==> src/rtl/mcw_pkg.sv <==
// ----------------------------------------------------------------------------
// mcw_pkg
// shared types, codes and helpers of the heartbeat watchdog
// ----------------------------------------------------------------------------
package mcw_pkg;

  localparam int CLIENTS_DEF = 16;
  localparam int STAMP_W     = 32;
  localparam int INTERVAL_W  = 16;
  localparam int CNT_W       = 5;
  localparam int REG_IDX_W   = 2;
  localparam int CFG_DATA_W  = 16;

  localparam logic [INTERVAL_W-1:0] INTERVAL_RESET = 16'd1000;

  // input kinds
  localparam logic [2:0] KIND_ADD       = 3'd0;
  localparam logic [2:0] KIND_REMOVE    = 3'd1;
  localparam logic [2:0] KIND_HEARTBEAT = 3'd2;
  localparam logic [2:0] KIND_QUERY     = 3'd3;
  localparam logic [2:0] KIND_TICK      = 3'd4;

  // result events
  localparam logic [1:0] EV_ACK     = 2'd0;
  localparam logic [1:0] EV_MISSING = 2'd1;
  localparam logic [1:0] EV_EMPTY   = 2'd2;

  // modes
  localparam logic [1:0] MODE_OFF   = 2'd0;
  localparam logic [1:0] MODE_ANY   = 2'd1;
  localparam logic [1:0] MODE_EMPTY = 2'd2;

  // register indexes
  localparam logic [REG_IDX_W-1:0] REG_MODE     = 2'd0;
  localparam logic [REG_IDX_W-1:0] REG_INTERVAL = 2'd1;

  typedef struct packed {
    logic [2:0] kind;
    logic [3:0] client;
  } in_word_t;

  typedef struct packed {
    logic [1:0]       event_res;
    logic [3:0]       who;
    logic             alarm;
    logic             alive;
    logic [CNT_W-1:0] remaining;
    logic             last;
  } out_word_t;

  typedef enum logic [1:0] {
    ST_IDLE,
    ST_SCAN,
    ST_DRAIN,
    ST_FLUSH
  } state_t;

  function automatic logic mode_enabled(input logic [1:0] mode);
    return (mode == MODE_ANY) || (mode == MODE_EMPTY);
  endfunction

  function automatic logic miss_alarm(input logic [1:0] mode, input logic [CNT_W-1:0] rem);
    return (mode == MODE_ANY) || ((mode == MODE_EMPTY) && (rem == '0));
  endfunction

endpackage

==> src/rtl/mcw_stamp_mem.sv <==
// ----------------------------------------------------------------------------
// mcw_stamp_mem
// heartbeat time stamp memory, one write port, one registered read port
// ----------------------------------------------------------------------------
module mcw_stamp_mem #(
  parameter  int DEPTH = mcw_pkg::CLIENTS_DEF,
  localparam int AW    = (DEPTH > 1) ? $clog2(DEPTH) : 1
) (
  input  logic                         clk,
  input  logic                         wr_en,
  input  logic [AW-1:0]                wr_addr,
  input  logic [mcw_pkg::STAMP_W-1:0]  wr_data,
  input  logic                         rd_en,
  input  logic [AW-1:0]                rd_addr,
  output logic [mcw_pkg::STAMP_W-1:0]  rd_data
);

  logic [mcw_pkg::STAMP_W-1:0] mem [DEPTH];
  logic [mcw_pkg::STAMP_W-1:0] rd_data_r;

  always_ff @(posedge clk) begin
    if (wr_en) begin
      mem[wr_addr] <= wr_data;
    end
  end

  always_ff @(posedge clk) begin
    if (rd_en) begin
      rd_data_r <= mem[rd_addr];
    end
  end

  assign rd_data = rd_data_r;

endmodule

==> src/rtl/multi_client_heartbeat_watchdog_unit.sv <==
// ----------------------------------------------------------------------------
// multi_client_heartbeat_watchdog_unit
// heartbeat watchdog over numbered client slots with periodic health check
// ----------------------------------------------------------------------------
// Add, remove, heartbeat and query each show their single result in the cycle
// after start; busy stays low, so the next word can follow at once. A tick that
// runs no health check, or one that finds no clients, also leaves busy low. A
// tick that runs a check over registered clients keeps busy high through the
// scan, drain and flush states: the stamp memory has one read port and the scan
// reads one slot per cycle, then drains its compare stage and flushes the held
// result. Stale clients come out in ascending slot order, one strobe each,
// possibly with gaps; the last one carries last. The receiver cannot stall:
// every out_strobe pulse must be taken. Configuration writes are taken while
// busy is low and no word is being started.
module multi_client_heartbeat_watchdog_unit #(
  parameter int CLIENTS = mcw_pkg::CLIENTS_DEF
) (
  input  logic                                  clk,
  input  logic                                  rst_n,
  input  logic                                  start,
  output logic                                  busy,
  input  mcw_pkg::in_word_t                     in_word,
  output logic                                  out_strobe,
  output mcw_pkg::out_word_t                    out_word,
  input  logic                                  cfg_valid,
  output logic                                  cfg_ready,
  input  logic [mcw_pkg::REG_IDX_W-1:0]         cfg_index,
  input  logic [mcw_pkg::CFG_DATA_W-1:0]        cfg_data
);

  localparam int IW = (CLIENTS > 1) ? $clog2(CLIENTS) : 1;
  localparam logic [IW-1:0] LAST_IDX = IW'(CLIENTS - 1);

  mcw_pkg::state_t state_r, state_nxt;

  logic [1:0]                        mode_r, mode_nxt;
  logic [mcw_pkg::INTERVAL_W-1:0]    interval_r, interval_nxt;
  logic [CLIENTS-1:0]                valid_r, valid_nxt;
  logic [mcw_pkg::CNT_W-1:0]         cnt_r, cnt_nxt;
  logic [mcw_pkg::STAMP_W-1:0]       now_r, now_nxt;
  logic [mcw_pkg::INTERVAL_W-1:0]    cd_r, cd_nxt;

  logic                              out_strobe_r, out_strobe_nxt;
  mcw_pkg::out_word_t                out_word_r, out_word_nxt;
  logic                              pend_vld_r, pend_vld_nxt;
  mcw_pkg::out_word_t                pend_r, pend_nxt;
  logic [IW-1:0]                     scan_idx_r, scan_idx_nxt;
  logic                              chk_vld_r, chk_vld_nxt;
  logic [IW-1:0]                     chk_idx_r, chk_idx_nxt;

  logic                              in_accept;
  logic                              scan_go;
  logic                              rd_en;
  logic                              inr;
  logic [IW-1:0]                     cl_idx;
  logic                              cl_valid;
  logic [mcw_pkg::INTERVAL_W-1:0]    eff;
  logic [mcw_pkg::STAMP_W-1:0]       rd_stamp;
  logic [mcw_pkg::STAMP_W-1:0]       age;
  logic                              stale;
  logic [mcw_pkg::CNT_W-1:0]         scan_rem;
  logic [mcw_pkg::CNT_W-1:0]         rm_rem;
  logic                              wr_en;

  assign in_accept = start && !busy;
  assign inr       = 32'(in_word.client) < CLIENTS;
  assign cl_idx    = IW'(in_word.client);
  assign cl_valid  = inr && valid_r[cl_idx];
  assign eff       = (interval_r == '0) ? mcw_pkg::INTERVAL_W'(1) : interval_r;
  assign age       = now_r - rd_stamp;
  assign stale     = chk_vld_r && valid_r[chk_idx_r] &&
                     (age > mcw_pkg::STAMP_W'(eff));
  assign scan_rem  = cnt_r - mcw_pkg::CNT_W'(1);
  assign rm_rem    = cl_valid ? cnt_r - mcw_pkg::CNT_W'(1) : cnt_r;
  assign wr_en     = in_accept && inr &&
                     ((in_word.kind == mcw_pkg::KIND_ADD) ||
                      (in_word.kind == mcw_pkg::KIND_HEARTBEAT));

  mcw_stamp_mem #(
    .DEPTH(CLIENTS)
  ) u_stamp_mem (
    .clk     (clk),
    .wr_en   (wr_en),
    .wr_addr (cl_idx),
    .wr_data (now_r),
    .rd_en   (rd_en),
    .rd_addr (scan_idx_r),
    .rd_data (rd_stamp)
  );

  // next state
  always_comb begin
    state_nxt = state_r;
    unique case (state_r)
      mcw_pkg::ST_IDLE: begin
        if (scan_go) begin
          state_nxt = mcw_pkg::ST_SCAN;
        end
      end
      mcw_pkg::ST_SCAN: begin
        if (scan_idx_r == LAST_IDX) begin
          state_nxt = mcw_pkg::ST_DRAIN;
        end
      end
      mcw_pkg::ST_DRAIN: begin
        state_nxt = mcw_pkg::ST_FLUSH;
      end
      mcw_pkg::ST_FLUSH: begin
        state_nxt = mcw_pkg::ST_IDLE;
      end
      default: begin
        state_nxt = mcw_pkg::ST_IDLE;
      end
    endcase
  end

  // state outputs
  always_comb begin
    busy      = (state_r != mcw_pkg::ST_IDLE);
    cfg_ready = (state_r == mcw_pkg::ST_IDLE) && !start;
    rd_en     = (state_r == mcw_pkg::ST_SCAN);
  end

  // datapath
  always_comb begin
    mode_nxt       = mode_r;
    interval_nxt   = interval_r;
    valid_nxt      = valid_r;
    cnt_nxt        = cnt_r;
    now_nxt        = now_r;
    cd_nxt         = cd_r;
    out_strobe_nxt = 1'b0;
    out_word_nxt   = out_word_r;
    pend_vld_nxt   = pend_vld_r;
    pend_nxt       = pend_r;
    scan_go        = 1'b0;
    scan_idx_nxt   = scan_idx_r;
    chk_vld_nxt    = (state_r == mcw_pkg::ST_SCAN);
    chk_idx_nxt    = scan_idx_r;

    if (cfg_valid && cfg_ready) begin
      unique case (cfg_index)
        mcw_pkg::REG_MODE: begin
          mode_nxt = cfg_data[1:0];
          if (mcw_pkg::mode_enabled(cfg_data[1:0])) begin
            valid_nxt = '0;
            cnt_nxt   = '0;
            cd_nxt    = '0;
          end
        end
        mcw_pkg::REG_INTERVAL: begin
          interval_nxt = cfg_data;
        end
        default: begin
        end
      endcase
    end

    if (in_accept) begin
      out_word_nxt.event_res = mcw_pkg::EV_ACK;
      out_word_nxt.who       = in_word.client;
      out_word_nxt.alarm     = 1'b0;
      out_word_nxt.alive     = 1'b0;
      out_word_nxt.remaining = cnt_r;
      out_word_nxt.last      = 1'b1;
      unique case (in_word.kind) inside
        mcw_pkg::KIND_ADD, mcw_pkg::KIND_HEARTBEAT: begin
          out_strobe_nxt = 1'b1;
          if (inr) begin
            valid_nxt[cl_idx] = 1'b1;
            if (!valid_r[cl_idx]) begin
              cnt_nxt = cnt_r + mcw_pkg::CNT_W'(1);
            end
          end
          out_word_nxt.remaining = (inr && !valid_r[cl_idx]) ?
                                   cnt_r + mcw_pkg::CNT_W'(1) : cnt_r;
        end
        mcw_pkg::KIND_REMOVE: begin
          out_strobe_nxt = 1'b1;
          if (inr) begin
            valid_nxt[cl_idx] = 1'b0;
          end
          cnt_nxt                = rm_rem;
          out_word_nxt.remaining = rm_rem;
          if (cnt_r <= mcw_pkg::CNT_W'(1)) begin
            out_word_nxt.event_res = mcw_pkg::EV_MISSING;
            out_word_nxt.alarm     = mcw_pkg::miss_alarm(mode_r, rm_rem);
          end
        end
        mcw_pkg::KIND_QUERY: begin
          out_strobe_nxt     = 1'b1;
          out_word_nxt.alive = cl_valid;
        end
        mcw_pkg::KIND_TICK: begin
          now_nxt = now_r + mcw_pkg::STAMP_W'(1);
          if (mcw_pkg::mode_enabled(mode_r)) begin
            if (cd_r != '0) begin
              cd_nxt = cd_r - mcw_pkg::INTERVAL_W'(1);
            end else begin
              cd_nxt = eff - mcw_pkg::INTERVAL_W'(1);
              if (cnt_r == '0) begin
                out_strobe_nxt         = 1'b1;
                out_word_nxt.event_res = mcw_pkg::EV_EMPTY;
                out_word_nxt.who       = '0;
                out_word_nxt.alarm     = 1'b1;
                out_word_nxt.remaining = '0;
              end else begin
                scan_go      = 1'b1;
                scan_idx_nxt = '0;
                pend_vld_nxt = 1'b0;
              end
            end
          end
        end
        default: begin
        end
      endcase
    end

    if (state_r == mcw_pkg::ST_SCAN) begin
      scan_idx_nxt = scan_idx_r + IW'(1);
    end

    // stale slot: release the held result, hold the new one
    if (stale) begin
      valid_nxt[chk_idx_r] = 1'b0;
      cnt_nxt              = scan_rem;
      if (pend_vld_r) begin
        out_strobe_nxt    = 1'b1;
        out_word_nxt      = pend_r;
        out_word_nxt.last = 1'b0;
      end
      pend_vld_nxt       = 1'b1;
      pend_nxt.event_res = mcw_pkg::EV_MISSING;
      pend_nxt.who       = 4'(chk_idx_r);
      pend_nxt.alarm     = mcw_pkg::miss_alarm(mode_r, scan_rem);
      pend_nxt.alive     = 1'b0;
      pend_nxt.remaining = scan_rem;
      pend_nxt.last      = 1'b0;
    end

    if (state_r == mcw_pkg::ST_FLUSH) begin
      pend_vld_nxt = 1'b0;
      if (pend_vld_r) begin
        out_strobe_nxt    = 1'b1;
        out_word_nxt      = pend_r;
        out_word_nxt.last = 1'b1;
      end
    end
  end

  always_ff @(posedge clk) begin
    if (!rst_n) begin
      state_r      <= mcw_pkg::ST_IDLE;
      mode_r       <= mcw_pkg::MODE_OFF;
      interval_r   <= mcw_pkg::INTERVAL_RESET;
      valid_r      <= '0;
      cnt_r        <= '0;
      now_r        <= '0;
      cd_r         <= '0;
      out_strobe_r <= 1'b0;
      pend_vld_r   <= 1'b0;
      chk_vld_r    <= 1'b0;
    end else begin
      state_r      <= state_nxt;
      mode_r       <= mode_nxt;
      interval_r   <= interval_nxt;
      valid_r      <= valid_nxt;
      cnt_r        <= cnt_nxt;
      now_r        <= now_nxt;
      cd_r         <= cd_nxt;
      out_strobe_r <= out_strobe_nxt;
      pend_vld_r   <= pend_vld_nxt;
      chk_vld_r    <= chk_vld_nxt;
    end
  end

  always_ff @(posedge clk) begin
    out_word_r <= out_word_nxt;
    pend_r     <= pend_nxt;
    scan_idx_r <= scan_idx_nxt;
    chk_idx_r  <= chk_idx_nxt;
  end

  assign out_strobe = out_strobe_r;
  assign out_word   = out_word_r;

  a_cnt_matches_valid: assert property (@(posedge clk) disable iff (!rst_n)
    32'(cnt_r) == $countones(valid_r))
    else $error("client count out of step with valid bits");

  a_idle_no_compare: assert property (@(posedge clk) disable iff (!rst_n)
    (state_r == mcw_pkg::ST_IDLE) |-> (!chk_vld_r && !pend_vld_r))
    else $error("scan stage active while idle");

  a_empty_result: assert property (@(posedge clk) disable iff (!rst_n)
    (out_strobe_r && (out_word_r.event_res == mcw_pkg::EV_EMPTY)) |->
      (out_word_r.alarm && (out_word_r.remaining == '0) && out_word_r.last))
    else $error("no-clients result malformed");

  a_scan_no_accept: assert property (@(posedge clk) disable iff (!rst_n)
    (state_r == mcw_pkg::ST_SCAN) |=> (state_r != mcw_pkg::ST_IDLE))
    else $error("scan ended without drain and flush");

endmodule

==> config.mk <==
export PLATFORM = sky130hd
export DESIGN_NAME = multi_client_heartbeat_watchdog_unit
export DESIGN_NICKNAME = d
export VERILOG_FILES = /design/src/rtl/mcw_pkg.sv /design/src/rtl/mcw_stamp_mem.sv /design/src/rtl/multi_client_heartbeat_watchdog_unit.sv
export SDC_FILE = /design/constraint.sdc
export NUM_CORES = 1
export LEC_CHECK = 0
export BUFFER_PORTS_ARGS = -buffer_cell sky130_fd_sc_hd__buf_2
export CELL_PAD_IN_SITES_DETAIL_PLACEMENT = 0
export CELL_PAD_IN_SITES_GLOBAL_PLACEMENT = 2
export CORE_MARGIN = 5
export CORE_UTILIZATION = 44
export CTS_BUF_LIST = sky130_fd_sc_hd__clkbuf_8
export DETAILED_ROUTE_END_ITERATION = 7
export PLACE_DENSITY = 0.78
export SKIP_CTS_REPAIR_TIMING = 1
export SYNTH_ARGS = -nofsm -noshare
export SYNTH_HDL_FRONTEND = slang
export SYNTH_SLANG_ARGS = --single-unit
==> constraint.sdc <==
create_clock -name clk -period 4.6 [get_ports clk]
set_input_delay 0.46 -clock clk [delete_from_list [all_inputs] [get_ports clk]]
set_output_delay 0.46 -clock clk [all_outputs]
set_load 0.03 [all_outputs]
-- Word-level counts from Yosys, hierarchy flattened
Memory sizes are Yosys's and may differ from the RTL's. A register that Yosys moved wholly into a read port is not among the register bits.
Cells that the tools add are included.
- add/subtract/negate cells: 7
- order comparisons: 6
- eq/ne operators: 19
- muxes and demuxes: 80
- bitwise operators: 6
- reductions and logical operators: 41
- operators with widths (operator ; count):
    two-way mux 16 bit ; 13
    two-way mux 14 bit ; 5
    two-way mux 5 bit ; 11
    adder 32 x 1 -> 32 bit (second input constant) ; 1
    bitwise AND 16 bit ; 2
    > comparator 32 x 16 -> 1 bit ; 1
    NOT 16 bit ; 2
    case mux 16 bit (2 select lines) ; 1
    subtractor 16 x 1 -> 16 bit (second input constant) ; 2
    subtractor 32 bit ; 1
    two-way mux 1 bit ; 28
    two-way mux 4 bit ; 7
    two-way mux 7 bit ; 3
    logical NOT 16 bit ; 1
    bitwise OR 16 bit ; 1
    nonzero test 16 bit ; 1
    logical NOT 5 bit ; 3
    case mux 5 bit (3 select lines) ; 1
    nonzero test 2 bit ; 7
    logical AND 1 bit ; 10
    < comparator 4 x 5 -> 1 bit (second input constant) ; 2
    inequality test 2 bit (second input constant) ; 5
    case mux 5 bit (2 select lines) ; 1
    AND reduction 5 bit ; 2
    26 further kinds ; 48
- flip-flop bits (word level): 124
- bits in writable memories: 512
- input port bits: 29
- output and inout bits: 17
- word-level logic and storage cells: 181
- memories: 1
- memory list (memory ; words ; width ; rd ports ; clocked after memory_dff ; wr ports ; line ; RTL):
    u_stamp_mem.mem ; 16 ; 32 ; 1 ; 1 ; 1 ; mcw_stamp_mem.sv:18 ; logic [mcw_pkg::STAMP_W-1:0] mem [DEPTH];

-- Logic depth before layout (Yosys ltp)
- depth after elaboration: 13
- mapped depth: 23
- mapped depth without buffers: 22

-- By module
A second synthesis with hierarchy kept.
- cells, all modules: 2001
- area, all modules: 29331.9 um^2
- by module, submodules not included (module ; instances ; cells each ; area an instance (um^2) ; sequential area each (um^2)):
    mcw_stamp_mem ; 1 ; 838 ; 20155.6 ; 16335.7
    multi_client_heartbeat_watchdog_unit ; 1 ; 1163 ; 9176.3 ; 2622.5

-- Worst setup path after synthesis
No wires, ideal clock.
- path type: flip-flop to flip-flop
- from: reg now_r[0] (netlist bit)
- to: reg out_word_r (netlist bit out_word[10])
- setup time: 0.119 ns
- arrival: 4.453 ns
- data required time: 4.481 ns
- slack: 0.028 ns
- cell stages (with the launch flop): 22
- path buffers: 1
- period minus slack after synthesis: 4.572 ns
- cells stage by stage: dfxtp_1 -> inv_1 -> ha_1 -> fa_1 -> and2b_1 -> o2111ai_1 -> nand2_1 -> a21o_1 -> a21oi_1 -> xnor2_1 -> ha_1 -> and4_1 -> a21boi_0 -> a2111oi_0 -> a211o_1 -> o2111ai_1 -> a211o_1 -> nor4_4 -> and3_1 -> a41oi_4 -> buf_6 -> o221a_1
- RTL lines (what ; line ; RTL):
    start, declared ; multi_client_heartbeat_watchdog_unit.sv:40 ; logic [mcw_pkg::STAMP_W-1:0] now_r, now_nxt;
    start signal, assigned ; multi_client_heartbeat_watchdog_unit.sv:270 ; now_r <= now_nxt;
    end signal, assigned ; multi_client_heartbeat_watchdog_unit.sv:279 ; out_word_r <= out_word_nxt;
    end, declared ; multi_client_heartbeat_watchdog_unit.sv:44 ; mcw_pkg::out_word_t out_word_r, out_word_nxt;

-- Worst setup path in the final report
- from: reg u_stamp_mem.rd_data_r (netlist bit u_stamp_mem.rd_data[0]) (read register of u_stamp_mem.mem)
- to: reg pend_r[4] (netlist bit) (enable)
- cells in the longest elaborated chain, start to end: 3
- ends and longest elaborated chain (what ; line ; RTL):
    start, declared ; mcw_stamp_mem.sv:19 ; logic [mcw_pkg::STAMP_W-1:0] rd_data_r;
    subtractor 32 bit ; multi_client_heartbeat_watchdog_unit.sv:70 ; assign age = now_r - rd_stamp;
    > comparator 32 x 16 -> 1 bit ; multi_client_heartbeat_watchdog_unit.sv:72 ; (age > mcw_pkg::STAMP_W'(eff));
    logical AND 1 bit ; multi_client_heartbeat_watchdog_unit.sv:71 ; assign stale = chk_vld_r && valid_r[chk_idx_r] &&
    end signal, assigned ; multi_client_heartbeat_watchdog_unit.sv:280 ; pend_r <= pend_nxt;
    end, declared ; multi_client_heartbeat_watchdog_unit.sv:46 ; mcw_pkg::out_word_t pend_r, pend_nxt;
Every way passes these cells.
A chain may end at the register's enable or synchronous reset.

==> impl_metrics.yaml <==
place:
  dpl.hpwl_microns: 44400
  pre_cts_ws_ns: -0.161
  place_congestion: 0.855
  port_buffers: 45
grt:
  grt_antenna_before_repair: 2
  grt_pass1_wl_microns: 112000
  grt_pass1_vias: 17800
  grt_max_degree: 41
  grt-ovfl-total: 0
  grt_usage_pct: 20.6
critical_path:
  timing.rr.end: "pend_r[4]"
  endpoint_kind: "flop"
  crit_required_ns: 5.06
  rrSetupSlack_ns: 0.15
  cp-start-kind: "flop"
  r2r-start: "u_stamp_mem.rd_data[0]"
  crit_type: "reg2reg"
  critPathLaunch: "u_stamp_mem.rd_data[0]"
  critPathArrivalTime_ns: 4.91
  path_max_fanout: 6
  reg2reg_depth: 21
  endpoint: "pend_r[4]"
route:
  via_per_inst: 5.76
  vias: 17500
  dr.first_iter.drc_count: 1529
  antenna_left: 0
  wl_per_cell_microns: 24.5
  drc_errors: 0
  routed_wl_microns: 74600
  dr.pass1.iters: 5
synthesis:
  ys_ff_latch: 668
  ys_seq_area_share_pct: 64.8
  synth_cell_types: 87
  syn_nets: 2006
  synth_edf_count: 558
  synth_top_area_share_pct: 57.3
  async_reset_ff_share_pct: 0
  synth_cells: 1914
  netlist_top_cells_area: "edfxtp_1 (57%), mux4_2 (13%), dfxtp_1 (7.5%), ha_1 (2.7%), nand2_1 (1.7%)"
  synth_area_sq_um: 29300
  synth.avg_cell_area_sq_um: 15.3
  ys.flop_type: "edfxtp_1"
  yosysTopAreaCell: "edfxtp_1"
  yosys_warnings: 0
power:
  powerDensity_nw_per_um2: 346
  p_sw_share_pct: 22.1
  p_switching_mw: 2.58
  internal_power_mw: 9.06
  combPwrFrac_pct: 3.0
  seqPwrFrac_pct: 56.3
  power.leakage_nw: 10.3
  ir_worst_vdd_mv: 0.181
  clkPwrFrac_pct: 40.7
sta:
  fmax_ghz: 0.224
  tightest_slew_ns: 1.02
  max_slew_margin_pct: 31.8
  finalWorstSetupSlack_ns: 0.145
  finClkSkew_ns: 0.0304
  finalMaxSlewViolations: 0
  fin_crit_ns: 4.45
  finalSetupViolCount: 0
  setup_tns_ns: 0
  grt_setup_unrepaired: "yes"
  finalHoldViolCount: 0
  period_share_pct: 96.8
clock_tree:
  cts_tree: "yes"
  cts_root_buf: "clkbuf_8"
  clock-sinks: 668
  cts_inserted_buffers: 107
  htreeDepth: 3
  clock_latency_ns: 0.72
  cts_max_path_buffers: 3
  clk_pin_slew_ns: 0.06
job:
  cap_violations: 0
finish:
  area_delta_synth_final_pct: 15.1
  finish.net_count: 2182
  drive_above_1_share_pct: 24.3
die:
  initial_core_util_pct: 44.4
  num_rows: 94
  die_y_microns: 268
  die_x_microns: 268
  die-area_sq_um: 71700
  ios: 46
  design.core.area_sq_um: 65900
worst_hold_path:
  hp-class: "in2reg"
status:
  status: "finished, final reports clean"
## layout by cell type (no fill, tap or decap), types with 11 or more instances in the layout
| master | instances |
|---|---|
| clkbuf_8 | 115 |
| nor2_1 | 97 |
| nor2_4 | 13 |
| buf_4 | 74 |
| o21ai_0 | 61 |
| a22oi_1 | 11 |
| or3_1 | 17 |
| inv_1 | 119 |
| mux4_2 | 169 |
| a31oi_1 | 20 |
| nor3_1 | 22 |
| nand4_1 | 20 |
| edfxtp_1 | 558 |
| nand2_1 | 129 |
| a21o_1 | 18 |
| clkinv_1 | 19 |
| and3_1 | 16 |
| and2_1 | 20 |
| a211oi_1 | 13 |
| ha_1 | 59 |
| xor2_1 | 27 |
| mux2i_1 | 14 |
| a21oi_1 | 85 |
| buf_2 | 45 |
| nand3_1 | 37 |
| or2_2 | 17 |
| dfxtp_1 | 109 |
| nor2b_1 | 16 |
| buf_12 | 22 |
| xnor2_1 | 27 |
## area by class of cell
cell class / instances / area, sq um
multi-input combinational: 1085 / 9980
inverter: 74 / 280
clock buffer: 115 / 1580
timing repair buffer: 154 / 1380
clock inverter: 83 / 405
fill: 5444 / 32200
tap: 864 / 1080
sequential: 668 / 19000
antenna: 2 / 5.00
## power by group through the flow
stage | logic, mW | registers (mW) | clock network (mW)
finish | 0.348 | 6.55 | 4.74
global route | 0.379 | 6.55 | 5.16
detailed placement | 0.334 | 6.68 | 0
global placement | 0.333 | 6.68 | 0
CTS | 0.335 | 6.55 | 4.88
floorplan | 0.198 | 6.68 | 0
## Yosys cell counts (17+ instances only)
cell type / n
and3_1: 18
nor2_1: 110
clkbuf_1: 62
mux4_2: 169
buf_1: 18
and2_1: 20
o21ai_0: 62
a21o_1: 18
inv_1: 72
nand2_1: 131
nor2b_1: 17
a21oi_1: 88
edfxtp_1: 558
nand4_1: 20
ha_1: 62
dfxtp_1: 110
or2_2: 17
nand3_1: 37
or3_1: 17
nor3_1: 26
xor2_1: 27
xnor2_1: 27
a31oi_1: 25
## state kept, by name (all words and copies together) (netlist names)
register and count:
chk_idx_nxt 4, mode_r 2, out_strobe 1, state_r 2, u_stamp_mem.mem 512, chk_idx_r 4
cnt_r 5, valid_r 16, u_stamp_mem.rd_data 32, cd_r 16, out_word 14, interval_r 16
pend_vld_r 1, now_r 32, pend_r 10, chk_vld_r 1
## through the flow
stage                     total power [mW]  util (%)  area, sq um  hold slack, ns  std cells
final                                 11.6      51.1        33700         0.00741       3045
after floorplan                       6.88         -        29300           0.346       1914
after global placement                7.01      47.5        31300           0.452       2825
after detailed placement              7.01      47.5        31300           0.458       2825
after global routing                  12.1      51.1        33700        0.000754       3044
after CTS                             11.8      50.5        33300         -0.0631       3023
## cells by family after synthesis
kind of cell             Yosys count  synth area share, %
AND/OR/NAND/NOR                  459                 7.72
XOR/XNOR                          54                 1.62
adder cells (fa/ha/maj)           63                 2.72
flip-flops                       668                 64.8
multiplexers                     187                 13.6
buffers and inverters            162                 2.15
AO/OA/AOI/OAI                    321                 7.34
## worst min path at each step
stage,startpoint,end,slack [ns],cells after the start
global placement,pend_r[4],out_word[4],0.45,1
floorplan,chk_idx_nxt[2],chk_idx_r[2],0.35,0
finish,cfg_data[10],interval_r[10],0.007,3
global route,cfg_data[10],interval_r[10],0.0008,3
CTS,cfg_data[9],interval_r[9],-0.06,3
detailed placement,pend_r[3],out_word[3],0.46,1
## metal layers
layer  GRT usage [%]  wire [microns]
met4            6.83            1930
met3            3.55            4660
met2            33.6           35800
met1            28.6           32200
met5               0               0
## worst max-delay path, cell delays in order (launching register included)
cell,delay (ns)
edfxtp_1,0.42
ha_4,0.18
fa_2,0.34
and2b_1,0.24
o2111ai_2,0.14
nand2_2,0.14
a21o_1,0.12
a21oi_1,0.07
xnor2_1,0.16
ha_1,0.21
a21o_1,0.17
a21o_1,0.21
a2111oi_4,0.34
a211o_1,0.21
o2111ai_2,0.10
a211o_1,0.28
nor4_4,0.16
buf_4,0.17
nand3_4,0.08
o21ai_4,0.19
inv_4,0.09
clkbuf_16,0.18
Note: power is estimated with default switching activity, not from simulation.
